**src/sv/swar_pkg.sv**
```systemverilog
package swar_pkg;

  localparam int FIELD_W    = 12;
  localparam int VAL_W      = 13;
  localparam int SUM_W      = 32;
  localparam int ROOT_W     = SUM_W / 2;
  localparam int SHIFT_W    = 4;
  localparam int CFG_IDX_W  = 2;
  localparam int CFG_DATA_W = 12;

  localparam int DEF_WINDOW_DEPTH = 256;
  localparam int DEF_SAMPLE_BITS  = 12;

  localparam logic [CFG_IDX_W-1:0] REG_MODE  = CFG_IDX_W'(0);
  localparam logic [CFG_IDX_W-1:0] REG_BIAS  = CFG_IDX_W'(1);
  localparam logic [CFG_IDX_W-1:0] REG_WLOG2 = CFG_IDX_W'(2);

  localparam logic [SHIFT_W-1:0] WLOG2_RESET = SHIFT_W'(1);

  typedef enum logic [1:0] {
    MODE_NONE = 2'd0,
    MODE_DC   = 2'd1,
    MODE_AC   = 2'd2
  } mode_t;

  typedef enum logic [2:0] {
    ST_IDLE,
    ST_READ,
    ST_MEAN,
    ST_SQ_NEW,
    ST_ACCUM,
    ST_ROOT,
    ST_WAIT,
    ST_FINISH
  } state_t;

  typedef struct packed {
    logic clear;
    logic rd;
    logic wr;
  } ring_ctl_t;

  // largest s with 2^s <= v, at least 1
  function automatic int floor_log2(input int v);
    int s;
    s = 0;
    while (s < 30 && (2 << s) <= v) s++;
    if (s < 1) s = 1;
    return s;
  endfunction

endpackage

```
**src/sv/swar_if.sv**
```systemverilog
interface swar_in_if;
  import swar_pkg::*;

  logic               valid;
  logic               ready;
  logic [FIELD_W-1:0] sample;

  modport source (output valid, output sample, input ready);
  modport sink   (input valid, input sample, output ready);
endinterface

interface swar_out_if;
  import swar_pkg::*;

  logic               valid;
  logic               ready;
  logic [FIELD_W-1:0] instant_value;
  logic [FIELD_W-1:0] window_mean;
  logic [FIELD_W-1:0] window_rms;

  modport source (output valid, output instant_value, output window_mean,
                  output window_rms, input ready);
  modport sink   (input valid, input instant_value, input window_mean,
                  input window_rms, output ready);
endinterface

interface swar_cfg_if;
  import swar_pkg::*;

  logic                  valid;
  logic                  ready;
  logic [CFG_IDX_W-1:0]  index;
  logic [CFG_DATA_W-1:0] data;

  modport source (output valid, output index, output data, input ready);
  modport sink   (input valid, input index, input data, output ready);
endinterface

```
**src/sv/sliding_window_average_and_rms.sv**
```systemverilog
// Path from input word to result word: mode none loads the output directly; DC mode
// does ring read, sum update and mean update; AC mode does ring read, two squares,
// sum update, the square root unit that yields one root bit a cycle, then the hold
// update and output load. One word in flight: the next word is taken once the
// previous result sits in the output register.
// Reset (rst_n, synchronous) and any register write clear the window, the sum and
// the held mean and rms at once; no clearing pass is needed.
module sliding_window_average_and_rms #(
  parameter int WINDOW_DEPTH = swar_pkg::DEF_WINDOW_DEPTH,
  parameter int SAMPLE_BITS  = swar_pkg::DEF_SAMPLE_BITS
) (
  input  logic              clk,
  input  logic              rst_n,
  swar_in_if.sink           in_ch,
  swar_out_if.source        out_ch,
  swar_cfg_if.sink          cfg_ch
);
  import swar_pkg::*;

  localparam int LIMIT = floor_log2(WINDOW_DEPTH);
  localparam logic [FIELD_W-1:0] SAMPLE_MASK = FIELD_W'((1 << SAMPLE_BITS) - 1);

  state_t state_r, state_nxt;

  logic [1:0]          mode_r;
  logic [FIELD_W-1:0]  bias_r;
  logic [SHIFT_W-1:0]  wlog2_r;
  logic [SHIFT_W-1:0]  shift;
  logic                cfg_hit;
  logic                cfg_clear;

  logic [FIELD_W-1:0]      smp_r;
  logic signed [VAL_W-1:0] val_r;
  logic signed [VAL_W-1:0] val_nxt;
  logic signed [VAL_W-1:0] old_value;
  logic signed [VAL_W-1:0] mul_a;
  logic signed [2*VAL_W-1:0] mul_p;
  logic [SUM_W-1:0]        sq_r;
  logic [SUM_W-1:0]        sum_r;
  logic [SUM_W-1:0]        sum_sh;
  logic [FIELD_W-1:0]      held_mean_r;
  logic [FIELD_W-1:0]      held_rms_r;

  logic                    accept;
  logic                    out_free;
  logic                    out_load;
  logic                    sqrt_start;
  logic                    sqrt_done;
  logic [ROOT_W-1:0]       sqrt_root;
  ring_ctl_t               ring_ctl;

  logic                    out_valid_r;
  logic [FIELD_W-1:0]      out_inst_r;
  logic [FIELD_W-1:0]      out_mean_r;
  logic [FIELD_W-1:0]      out_rms_r;

  // configuration
  assign cfg_ch.ready = 1'b1;
  assign cfg_hit      = cfg_ch.valid && cfg_ch.ready;

  always_comb begin
    cfg_clear = 1'b0;
    if (cfg_hit) begin
      unique case (cfg_ch.index) inside
        REG_MODE, REG_BIAS, REG_WLOG2: cfg_clear = 1'b1;
        default:                       cfg_clear = 1'b0;
      endcase
    end
  end

  always_ff @(posedge clk) begin
    if (!rst_n) begin
      mode_r  <= MODE_NONE;
      bias_r  <= '0;
      wlog2_r <= WLOG2_RESET;
    end else if (cfg_hit) begin
      unique case (cfg_ch.index)
        REG_MODE:  mode_r  <= cfg_ch.data[1:0];
        REG_BIAS:  bias_r  <= cfg_ch.data[FIELD_W-1:0];
        REG_WLOG2: wlog2_r <= cfg_ch.data[SHIFT_W-1:0];
        default: ;
      endcase
    end
  end

  // clamp window size into what the ring holds
  always_comb begin
    if (wlog2_r == '0) begin
      shift = SHIFT_W'(1);
    end else if (int'(wlog2_r) > LIMIT) begin
      shift = SHIFT_W'(LIMIT);
    end else begin
      shift = wlog2_r;
    end
  end

  // handshakes
  assign accept   = in_ch.valid && in_ch.ready;
  assign out_free = !out_valid_r || out_ch.ready;

  // next state
  always_comb begin
    state_nxt = state_r;
    unique case (state_r)
      ST_IDLE: begin
        if (accept) begin
          if (mode_r == MODE_DC || mode_r == MODE_AC) state_nxt = ST_READ;
          else state_nxt = ST_FINISH;
        end
      end
      ST_READ:   state_nxt = (mode_r == MODE_DC) ? ST_MEAN : ST_SQ_NEW;
      ST_MEAN:   state_nxt = ST_FINISH;
      ST_SQ_NEW: state_nxt = ST_ACCUM;
      ST_ACCUM:  state_nxt = ST_ROOT;
      ST_ROOT:   state_nxt = ST_WAIT;
      ST_WAIT:   if (sqrt_done) state_nxt = ST_FINISH;
      ST_FINISH: if (out_free) state_nxt = ST_IDLE;
      default:   state_nxt = ST_IDLE;
    endcase
  end

  // control outputs
  always_comb begin
    in_ch.ready    = 1'b0;
    ring_ctl.clear = cfg_clear;
    ring_ctl.rd    = 1'b0;
    ring_ctl.wr    = 1'b0;
    sqrt_start     = 1'b0;
    out_load       = 1'b0;
    unique case (state_r)
      ST_IDLE: begin
        in_ch.ready = 1'b1;
        ring_ctl.rd = in_ch.valid;
      end
      ST_READ:   ring_ctl.wr = 1'b1;
      ST_ROOT:   sqrt_start  = 1'b1;
      ST_FINISH: out_load    = out_free;
      default: ;
    endcase
  end

  always_ff @(posedge clk) begin
    if (!rst_n) begin
      state_r <= ST_IDLE;
    end else begin
      state_r <= state_nxt;
    end
  end

  // sample capture
  always_comb begin
    if (mode_r == MODE_AC) begin
      val_nxt = VAL_W'(in_ch.sample & SAMPLE_MASK) - VAL_W'(bias_r);
    end else begin
      val_nxt = VAL_W'(in_ch.sample & SAMPLE_MASK);
    end
  end

  always_ff @(posedge clk) begin
    if (accept) begin
      smp_r <= in_ch.sample & SAMPLE_MASK;
      val_r <= val_nxt;
    end
  end

  // one squarer: old value while reading, new value the cycle after
  assign mul_a = (state_r == ST_READ) ? old_value : val_r;
  assign mul_p = mul_a * mul_a;

  always_ff @(posedge clk) begin
    if (state_r == ST_READ || state_r == ST_SQ_NEW) begin
      sq_r <= SUM_W'(unsigned'(mul_p));
    end
  end

  assign sum_sh = sum_r >> shift;

  always_ff @(posedge clk) begin
    if (!rst_n || cfg_clear) begin
      sum_r       <= '0;
      held_mean_r <= '0;
      held_rms_r  <= '0;
    end else begin
      case (state_r)
        ST_READ: begin
          if (mode_r == MODE_DC) begin
            sum_r <= sum_r - SUM_W'(old_value) + SUM_W'(smp_r);
          end
        end
        ST_SQ_NEW: sum_r       <= sum_r - sq_r;
        ST_ACCUM:  sum_r       <= sum_r + sq_r;
        ST_MEAN:   held_mean_r <= sum_sh[FIELD_W-1:0];
        ST_WAIT: begin
          if (sqrt_done) held_rms_r <= sqrt_root[FIELD_W-1:0];
        end
        default: ;
      endcase
    end
  end

  swar_ring #(
    .WINDOW_DEPTH (WINDOW_DEPTH)
  ) u_ring (
    .clk       (clk),
    .rst_n     (rst_n),
    .ctl       (ring_ctl),
    .shift     (shift),
    .wdata     (val_r),
    .old_value (old_value)
  );

  swar_sqrt u_sqrt (
    .clk   (clk),
    .rst_n (rst_n),
    .start (sqrt_start),
    .x     (sum_sh),
    .done  (sqrt_done),
    .root  (sqrt_root)
  );

  // output register
  always_ff @(posedge clk) begin
    if (!rst_n) begin
      out_valid_r <= 1'b0;
    end else if (out_load) begin
      out_valid_r <= 1'b1;
    end else if (out_ch.ready) begin
      out_valid_r <= 1'b0;
    end
  end

  always_ff @(posedge clk) begin
    if (out_load) begin
      out_inst_r <= smp_r;
      out_mean_r <= held_mean_r;
      out_rms_r  <= held_rms_r;
    end
  end

  assign out_ch.valid         = out_valid_r;
  assign out_ch.instant_value = out_inst_r;
  assign out_ch.window_mean   = out_mean_r;
  assign out_ch.window_rms    = out_rms_r;

endmodule

```
**src/sv/swar_ring.sv**
```systemverilog
module swar_ring #(
  parameter int WINDOW_DEPTH = swar_pkg::DEF_WINDOW_DEPTH
) (
  input  logic                                 clk,
  input  logic                                 rst_n,
  input  swar_pkg::ring_ctl_t                  ctl,
  input  logic [swar_pkg::SHIFT_W-1:0]         shift,
  input  logic signed [swar_pkg::VAL_W-1:0]    wdata,
  output logic signed [swar_pkg::VAL_W-1:0]    old_value
);
  import swar_pkg::*;

  localparam int ADDR_W = $clog2(WINDOW_DEPTH);

  logic signed [VAL_W-1:0] mem [WINDOW_DEPTH];
  logic signed [VAL_W-1:0] rdata_r;
  logic [ADDR_W-1:0]       pos_r;
  logic [ADDR_W-1:0]       pos_nxt;
  logic                    wrapped_r;
  logic                    wrapped_nxt;
  logic [ADDR_W:0]         len;
  logic                    last;

  assign len  = (ADDR_W+1)'(1) << shift;
  assign last = ({1'b0, pos_r} + (ADDR_W+1)'(1)) == len;

  // entries at or past the write position are unwritten until the first wrap
  assign old_value = wrapped_r ? rdata_r : '0;

  always_ff @(posedge clk) begin
    if (ctl.wr) begin
      mem[pos_r] <= wdata;
    end
    if (ctl.rd) begin
      rdata_r <= mem[pos_r];
    end
  end

  always_comb begin
    pos_nxt     = pos_r;
    wrapped_nxt = wrapped_r;
    if (ctl.clear) begin
      pos_nxt     = '0;
      wrapped_nxt = 1'b0;
    end else if (ctl.wr) begin
      if (last) begin
        pos_nxt     = '0;
        wrapped_nxt = 1'b1;
      end else begin
        pos_nxt = pos_r + ADDR_W'(1);
      end
    end
  end

  always_ff @(posedge clk) begin
    if (!rst_n) begin
      pos_r     <= '0;
      wrapped_r <= 1'b0;
    end else begin
      pos_r     <= pos_nxt;
      wrapped_r <= wrapped_nxt;
    end
  end

endmodule

```
**src/sv/swar_sqrt.sv**
```systemverilog
module swar_sqrt (
  input  logic                          clk,
  input  logic                          rst_n,
  input  logic                          start,
  input  logic [swar_pkg::SUM_W-1:0]    x,
  output logic                          done,
  output logic [swar_pkg::ROOT_W-1:0]   root
);
  import swar_pkg::*;

  localparam int CNT_W = $clog2(ROOT_W);
  localparam int REM_W = ROOT_W + 2;

  logic [SUM_W-1:0]  x_r;
  logic [REM_W-1:0]  rem_r;
  logic [ROOT_W-1:0] root_r;
  logic [CNT_W-1:0]  cnt_r;
  logic              busy_r;
  logic              done_r;
  logic [REM_W+1:0]  rem_sh;
  logic [REM_W+1:0]  trial;
  logic              fits;

  // one result bit per cycle: bring down two bits, try root*4+1
  assign rem_sh = {rem_r, x_r[SUM_W-1 -: 2]};
  assign trial  = (REM_W+2)'({root_r, 2'b01});
  assign fits   = rem_sh >= trial;

  always_ff @(posedge clk) begin
    if (start) begin
      x_r    <= x;
      rem_r  <= '0;
      root_r <= '0;
    end else if (busy_r) begin
      x_r    <= x_r << 2;
      rem_r  <= fits ? REM_W'(rem_sh - trial) : REM_W'(rem_sh);
      root_r <= {root_r[ROOT_W-2:0], fits};
    end
  end

  always_ff @(posedge clk) begin
    if (!rst_n) begin
      busy_r <= 1'b0;
      done_r <= 1'b0;
      cnt_r  <= '0;
    end else begin
      done_r <= 1'b0;
      if (start) begin
        busy_r <= 1'b1;
        cnt_r  <= '0;
      end else if (busy_r) begin
        cnt_r <= cnt_r + CNT_W'(1);
        if (cnt_r == CNT_W'(ROOT_W - 1)) begin
          busy_r <= 1'b0;
          done_r <= 1'b1;
        end
      end
    end
  end

  assign done = done_r;
  assign root = root_r;

endmodule
```
**src/flat_wrapper.sv**
```systemverilog
// flat-port wrapper written by rule: the top's interface ports become plain ports
module sliding_window_average_and_rms_flat import swar_pkg::*;
#(
  parameter int WINDOW_DEPTH = swar_pkg::DEF_WINDOW_DEPTH,
  parameter int SAMPLE_BITS  = swar_pkg::DEF_SAMPLE_BITS
)
  (clk, rst_n, in_ch_valid, in_ch_sample, in_ch_ready, out_ch_valid, out_ch_instant_value, out_ch_window_mean, out_ch_window_rms, out_ch_ready, cfg_ch_valid, cfg_ch_index, cfg_ch_data, cfg_ch_ready);
  swar_in_if in_ch_i ();
  swar_out_if out_ch_i ();
  swar_cfg_if cfg_ch_i ();
  input  logic clk;
  input  logic rst_n;
  input wire logic [$bits(in_ch_i.valid)-1:0] in_ch_valid;
  input wire logic [$bits(in_ch_i.sample)-1:0] in_ch_sample;
  output wire logic [$bits(in_ch_i.ready)-1:0] in_ch_ready;
  output wire logic [$bits(out_ch_i.valid)-1:0] out_ch_valid;
  output wire logic [$bits(out_ch_i.instant_value)-1:0] out_ch_instant_value;
  output wire logic [$bits(out_ch_i.window_mean)-1:0] out_ch_window_mean;
  output wire logic [$bits(out_ch_i.window_rms)-1:0] out_ch_window_rms;
  input wire logic [$bits(out_ch_i.ready)-1:0] out_ch_ready;
  input wire logic [$bits(cfg_ch_i.valid)-1:0] cfg_ch_valid;
  input wire logic [$bits(cfg_ch_i.index)-1:0] cfg_ch_index;
  input wire logic [$bits(cfg_ch_i.data)-1:0] cfg_ch_data;
  output wire logic [$bits(cfg_ch_i.ready)-1:0] cfg_ch_ready;
  assign in_ch_i.valid = in_ch_valid;
  assign in_ch_i.sample = in_ch_sample;
  assign in_ch_ready = in_ch_i.ready;
  assign out_ch_valid = out_ch_i.valid;
  assign out_ch_instant_value = out_ch_i.instant_value;
  assign out_ch_window_mean = out_ch_i.window_mean;
  assign out_ch_window_rms = out_ch_i.window_rms;
  assign out_ch_i.ready = out_ch_ready;
  assign cfg_ch_i.valid = cfg_ch_valid;
  assign cfg_ch_i.index = cfg_ch_index;
  assign cfg_ch_i.data = cfg_ch_data;
  assign cfg_ch_ready = cfg_ch_i.ready;
  sliding_window_average_and_rms #(.WINDOW_DEPTH(WINDOW_DEPTH), .SAMPLE_BITS(SAMPLE_BITS)) u_core (.clk(clk), .rst_n(rst_n), .in_ch(in_ch_i), .out_ch(out_ch_i), .cfg_ch(cfg_ch_i));
endmodule
```
**config.mk**
```make
export PLATFORM = sky130hd
export DESIGN_NAME = sliding_window_average_and_rms_flat
export DESIGN_NICKNAME = d
export VERILOG_FILES = /design/src/sv/swar_pkg.sv /design/src/sv/swar_if.sv /design/src/sv/sliding_window_average_and_rms.sv /design/src/sv/swar_ring.sv /design/src/sv/swar_sqrt.sv /design/src/flat_wrapper.sv
export SDC_FILE = /design/constraint.sdc
export NUM_CORES = 2
export LEC_CHECK = 0
export ABC_AREA = 0
export BUFFER_PORTS_ARGS = -buffer_cell sky130_fd_sc_hd__buf_4
export CAP_MARGIN = 20
export CORE_ASPECT_RATIO = 1.25
export CORE_MARGIN = 5
export CORE_UTILIZATION = 33
export CTS_BUF_LIST = sky130_fd_sc_hd__clkbuf_4 sky130_fd_sc_hd__clkbuf_8
export DETAILED_ROUTE_END_ITERATION = 12
export PLACE_DENSITY = 0.56
export SLEW_MARGIN = 10
export SYNTH_ARGS = -nofsm -noshare
export SYNTH_HDL_FRONTEND = slang
export SYNTH_SLANG_ARGS = --single-unit
```
**constraint.sdc**
```tcl
create_clock -name clk -period 9.1 [get_ports clk]
set_input_delay 0.91 -clock clk [delete_from_list [all_inputs] [get_ports clk]]
set_output_delay 0.91 -clock clk [all_outputs]
set_load 0.005 [all_outputs]
```
==> metrics.log <==
[metrics] wire length of the first global-routing pass: 576.0 mm
[metrics] transition time at the pin with the least slew margin: 1.511 ns
[metrics] area overhead of the layout relative to synthesis: 13.72%
[metrics] height of the die: 763.1 um
[metrics] proportion of total power due to net switching: 0.2836
[metrics] DP HPWL: 247.7 mm
[metrics] number of failing hold endpoints at the final stage: 0
[metrics] CTS tree: built
[metrics] core area: 452000 sq um
[metrics] Clk pwr share: 0.323
[metrics] detailed-router iteration count before antenna repair: 5
[metrics] detailed-route wire length per cell: 27.09 um
[metrics] Initial Util: 0.3313
[metrics] top-level I/O count: 70
[metrics] number of placement rows: 276
[metrics] final worst-path cycle share: 0.8605
[metrics] most frequent cells in the layout: sky130_fd_sc_hd__edfxtp_1 (3459), sky130_fd_sc_hd__mux4_2 (1057), sky130_fd_sc_hd__clkbuf_8 (571)
[metrics] final weighted congestion in routability-driven placement: 0.8604
[metrics] relative slew slack: -0.007438
[metrics] setup slack of the most critical reg-to-reg path: 1.27 ns
[metrics] global routing usage summed across all routing layers: 0.1671
[metrics] Sinks on Clock Net: 3586
[metrics] Syn Inst Count: 7651
[metrics] Cell variety after synth: 76
[metrics] cell at the root of the clock tree: sky130_fd_sc_hd__clkbuf_8
[metrics] mapped cell area: 149700 sq um
[metrics] average footprint of a synthesized cell: 19.57 sq um
[metrics] post-cts gate resize count: 0
[metrics] antenna viol nets, final: 0
[metrics] minimum clock period: 7.830 ns
[metrics] GR Util met3: 0.02336
[metrics] number of setup violations in the final report: 0
[metrics] vias in the first global route: 80010
[metrics] number of antenna violations at the first check in global routing: 12
[metrics] leading cell type in the layout, fill and taps excluded: sky130_fd_sc_hd__edfxtp_1
[metrics] internal power consumption: 29.22 mW
[metrics] drc violations: 0
[metrics] Max Transition Viols Final: 17
[metrics] total power: 40.79 mW
[metrics] Global Route met1 Usage: 0.2150
[metrics] port bufs: 68
[metrics] drt initial violations: 7021
[metrics] Max Buffers Root-to-Sink: 4
[metrics] fraction of the yosys area taken by sequential cells: 0.7106
[metrics] number of vias per cell after detailed routing: 5.196
[metrics] violated checks: slew limit
[metrics] combinational power share: 0.213
[metrics] share of post-route cells with drive strength above 1: 0.2848
[metrics] peak supply drop: 0.4183 mV
[metrics] Data arrival, critical path: 8.72 ns
[metrics] post-synthesis sequential element count: 3586
[metrics] total grt overflow: 0
[metrics] power density over the cells: 239.5 nW/um^2
[metrics] number of filler instances in the final layout: 41060
[metrics] net switching power: 11.57 mW
[metrics] met2 GRT Util: 0.2903
[metrics] timing-limited maximum frequency: 127.7 MHz
[metrics] syn nets: 8029
[metrics] Synth Flop Type: sky130_fd_sc_hd__edfxtp_1
[metrics] worst clock skew: 0.08394 ns
[metrics] number of CTS-inserted buffers: 560
[metrics] most used routing layer: met2
[metrics] type of destination of the critical path: register
[metrics] H-tree depth: 6
[metrics] number of violations of the max-capacitance limit: 0
[metrics] sequential power share: 0.464
[metrics] run status: finished with violations
[metrics] classification of the worst setup path: register to register
[metrics] EDFF count, synth: 3459
[metrics] clock slew at the register clock pins of the worst setup and hold paths: 0.06 ns
[metrics] Post-Route Hold Slack: 0.1577 ns
[metrics] Data required, critical path: 9.99 ns
[metrics] type of origin of the critical path: register
[metrics] worst-path maximum fanout: 22
[metrics] Warnings, synthesis: 0
[metrics] Post CTS Setup Buffer Count: 0
[metrics] RSZ-0062 raised after global routing: false
[metrics] DIE AREA: 467400 sq um
[metrics] hold buffer count at CTS: 25
[metrics] ys async rst share: 0
[metrics] largest net degree at the start of global routing: 207
[metrics] clock latency on the worst-skew pair: 1.21 ns
[metrics] via count: 76350
[metrics] nets: 8660
[metrics] final wirelength: 398.0 mm
[metrics] Die W: 612.5 um
[metrics] standby leakage power: 53.81 nW
[metrics] worst min-delay path category: input port to register
==> power groups by stage <==
stage / clock (mW) / sequential [mW] / combinational, mW
after detailed placement: 0 / 19.3 / 8.74
after floorplan: 0 / 19.4 / 6.41
after CTS: 13.5 / 18.9 / 8.83
after global placement: 0 / 19.3 / 8.70
after global routing: 14.3 / 19.0 / 9.85
final: 13.2 / 18.9 / 8.68
==> critical path: stages, from the launching register on <==
cell and delay, ns:
sky130_fd_sc_hd__dfxtp_1 0.31, sky130_fd_sc_hd__nor2_1 0.31, sky130_fd_sc_hd__nand2_1 0.54, sky130_fd_sc_hd__nand2_1 0.23, sky130_fd_sc_hd__o21a_1 0.36, sky130_fd_sc_hd__clkinv_1 0.39, sky130_fd_sc_hd__nand2_1 0.24, sky130_fd_sc_hd__fa_1 0.47
sky130_fd_sc_hd__fa_1 0.55, sky130_fd_sc_hd__inv_1 0.05, sky130_fd_sc_hd__fa_1 0.50, sky130_fd_sc_hd__fa_1 0.43, sky130_fd_sc_hd__fa_1 0.50, sky130_fd_sc_hd__inv_1 0.06, sky130_fd_sc_hd__fa_1 0.51, sky130_fd_sc_hd__inv_1 0.05
sky130_fd_sc_hd__ha_1 0.21, sky130_fd_sc_hd__or4_1 0.42, sky130_fd_sc_hd__o21ai_2 0.21, sky130_fd_sc_hd__o21a_1 0.18, sky130_fd_sc_hd__a21oi_2 0.08, sky130_fd_sc_hd__a221o_1 0.33, sky130_fd_sc_hd__a41o_1 0.22, sky130_fd_sc_hd__o41ai_2 0.30
sky130_fd_sc_hd__xnor2_1 0.10
==> sequential cells by signal, summed over array words and instances (netlist names), 8 cells and up <==
register	flops
u_core.out_ch.window_mean	12
u_core.u_sqrt.x_r	32
u_core.u_ring.mem	3328
u_core.u_sqrt.root	16
u_core.bias_r	12
u_core.smp_r	12
u_core.val_r	13
u_core.held_rms_r	12
u_core.u_sqrt.rem_r	18
u_core.u_ring.rdata_r	13
u_core.out_ch.window_rms	12
u_core.sq_r	25
u_core.sum_r	32
u_core.held_mean_r	12
u_core.u_ring.pos_r	8
u_core.out_ch.instant_value	12
==> final cells by class <==
| cell class | count | area [sq um] | area share |
|---|---|---|---|
| flip-flops and latches | 3586 | 106400 | 0.6250 |
| multi-input cells | 3402 | 40750 | 0.2393 |
| clock buffers | 753 | 9225 | 0.05417 |
| well taps | 5977 | 7478 | 0.04391 |
| repair buffers | 462 | 3902 | 0.02292 |
| clock inverters | 237 | 1465 | 0.008604 |
| inverters | 270 | 1016 | 0.005966 |
| diodes | 7 | 17.52 | 0.0001029 |
==> logic make-up (layout without fill, tap and decap cells) <==
family                     after synthesis  in the layout  share of synthesized area
DFF                                   3586           3586                     0.7106
muxes                                 1171           1171                     0.1667
and+or+nand+nor                       1138           1138                    0.03336
buffers and inverters                  663           1722                    0.01888
AOI/OAI and AO/OA                      614            614                    0.02591
adders and majority gates              347            347                    0.03681
xor gates and xnor gates               131            131                   0.007662
other                                    1              8                 0.00002504
==> metrics by stage <==
stage | setup TNS (ns) | setup slack (ns) | util | area, sq um | std cells
after floorplan | -0.09694 | -0.09694 | - | 149800 | 7651
final | 0 | 1.270 | 0.3767 | 170300 | 14690
after global routing | 0 | 0.7704 | 0.3767 | 170300 | 14690
after detailed placement | 0 | 1.239 | 0.3523 | 159200 | 13670
after CTS | 0 | 1.229 | 0.3765 | 170200 | 14680
after global placement | 0 | 1.248 | 0.3522 | 159200 | 13660
==> path summary, 6_finish.rpt <==
path                        startpoint                          end  cells past startpoint
setup / recovery     u_core.state_r[2]              u_core.sq_r[25]                     24
hold / removal                   rst_n            u_core.wlog2_r[0]                      2
setup reg to reg     u_core.state_r[2]              u_core.sq_r[25]                     24
hold reg to reg   u_core.held_rms_r[0]  u_core.out_ch.window_rms[0]                      0
==> metal layers <==
layer / vias up / part of all wire
li1: 32260 / -
met1: 40860 / 0.40
met2: 2603 / 0.51
met3: 623 / 0.056
met4: 2 / 0.035
met5: - / 0.000033
==> cells in the mapped netlist, drive strengths merged (21+ instances only) <==
master / n / area [sq um]
edfxtp: 3459 / 103900
mux4: 1057 / 23810
nor2: 456 / 1712
nand2: 369 / 1385
inv: 262 / 983.4
clkbuf: 224 / 840.8
a21oi: 192 / 960.9
ha: 191 / 2390
buf: 169 / 972.2
fa: 156 / 3123
o21ai: 141 / 705.7
dfxtp: 127 / 2542
mux2i: 98 / 980.9
xnor2: 85 / 744.5
nand3: 63 / 315.3
nor3: 50 / 250.2
xor2: 46 / 402.9
a21o: 44 / 330.3
nor2b: 41 / 256.5
nand2b: 34 / 212.7
a211oi: 29 / 217.7
nand4: 25 / 156.4
o21a: 25 / 187.7
a21boi: 22 / 165.2
a31oi: 21 / 131.4
and2: 21 / 131.4
Power figures use the tool's default switching activity.
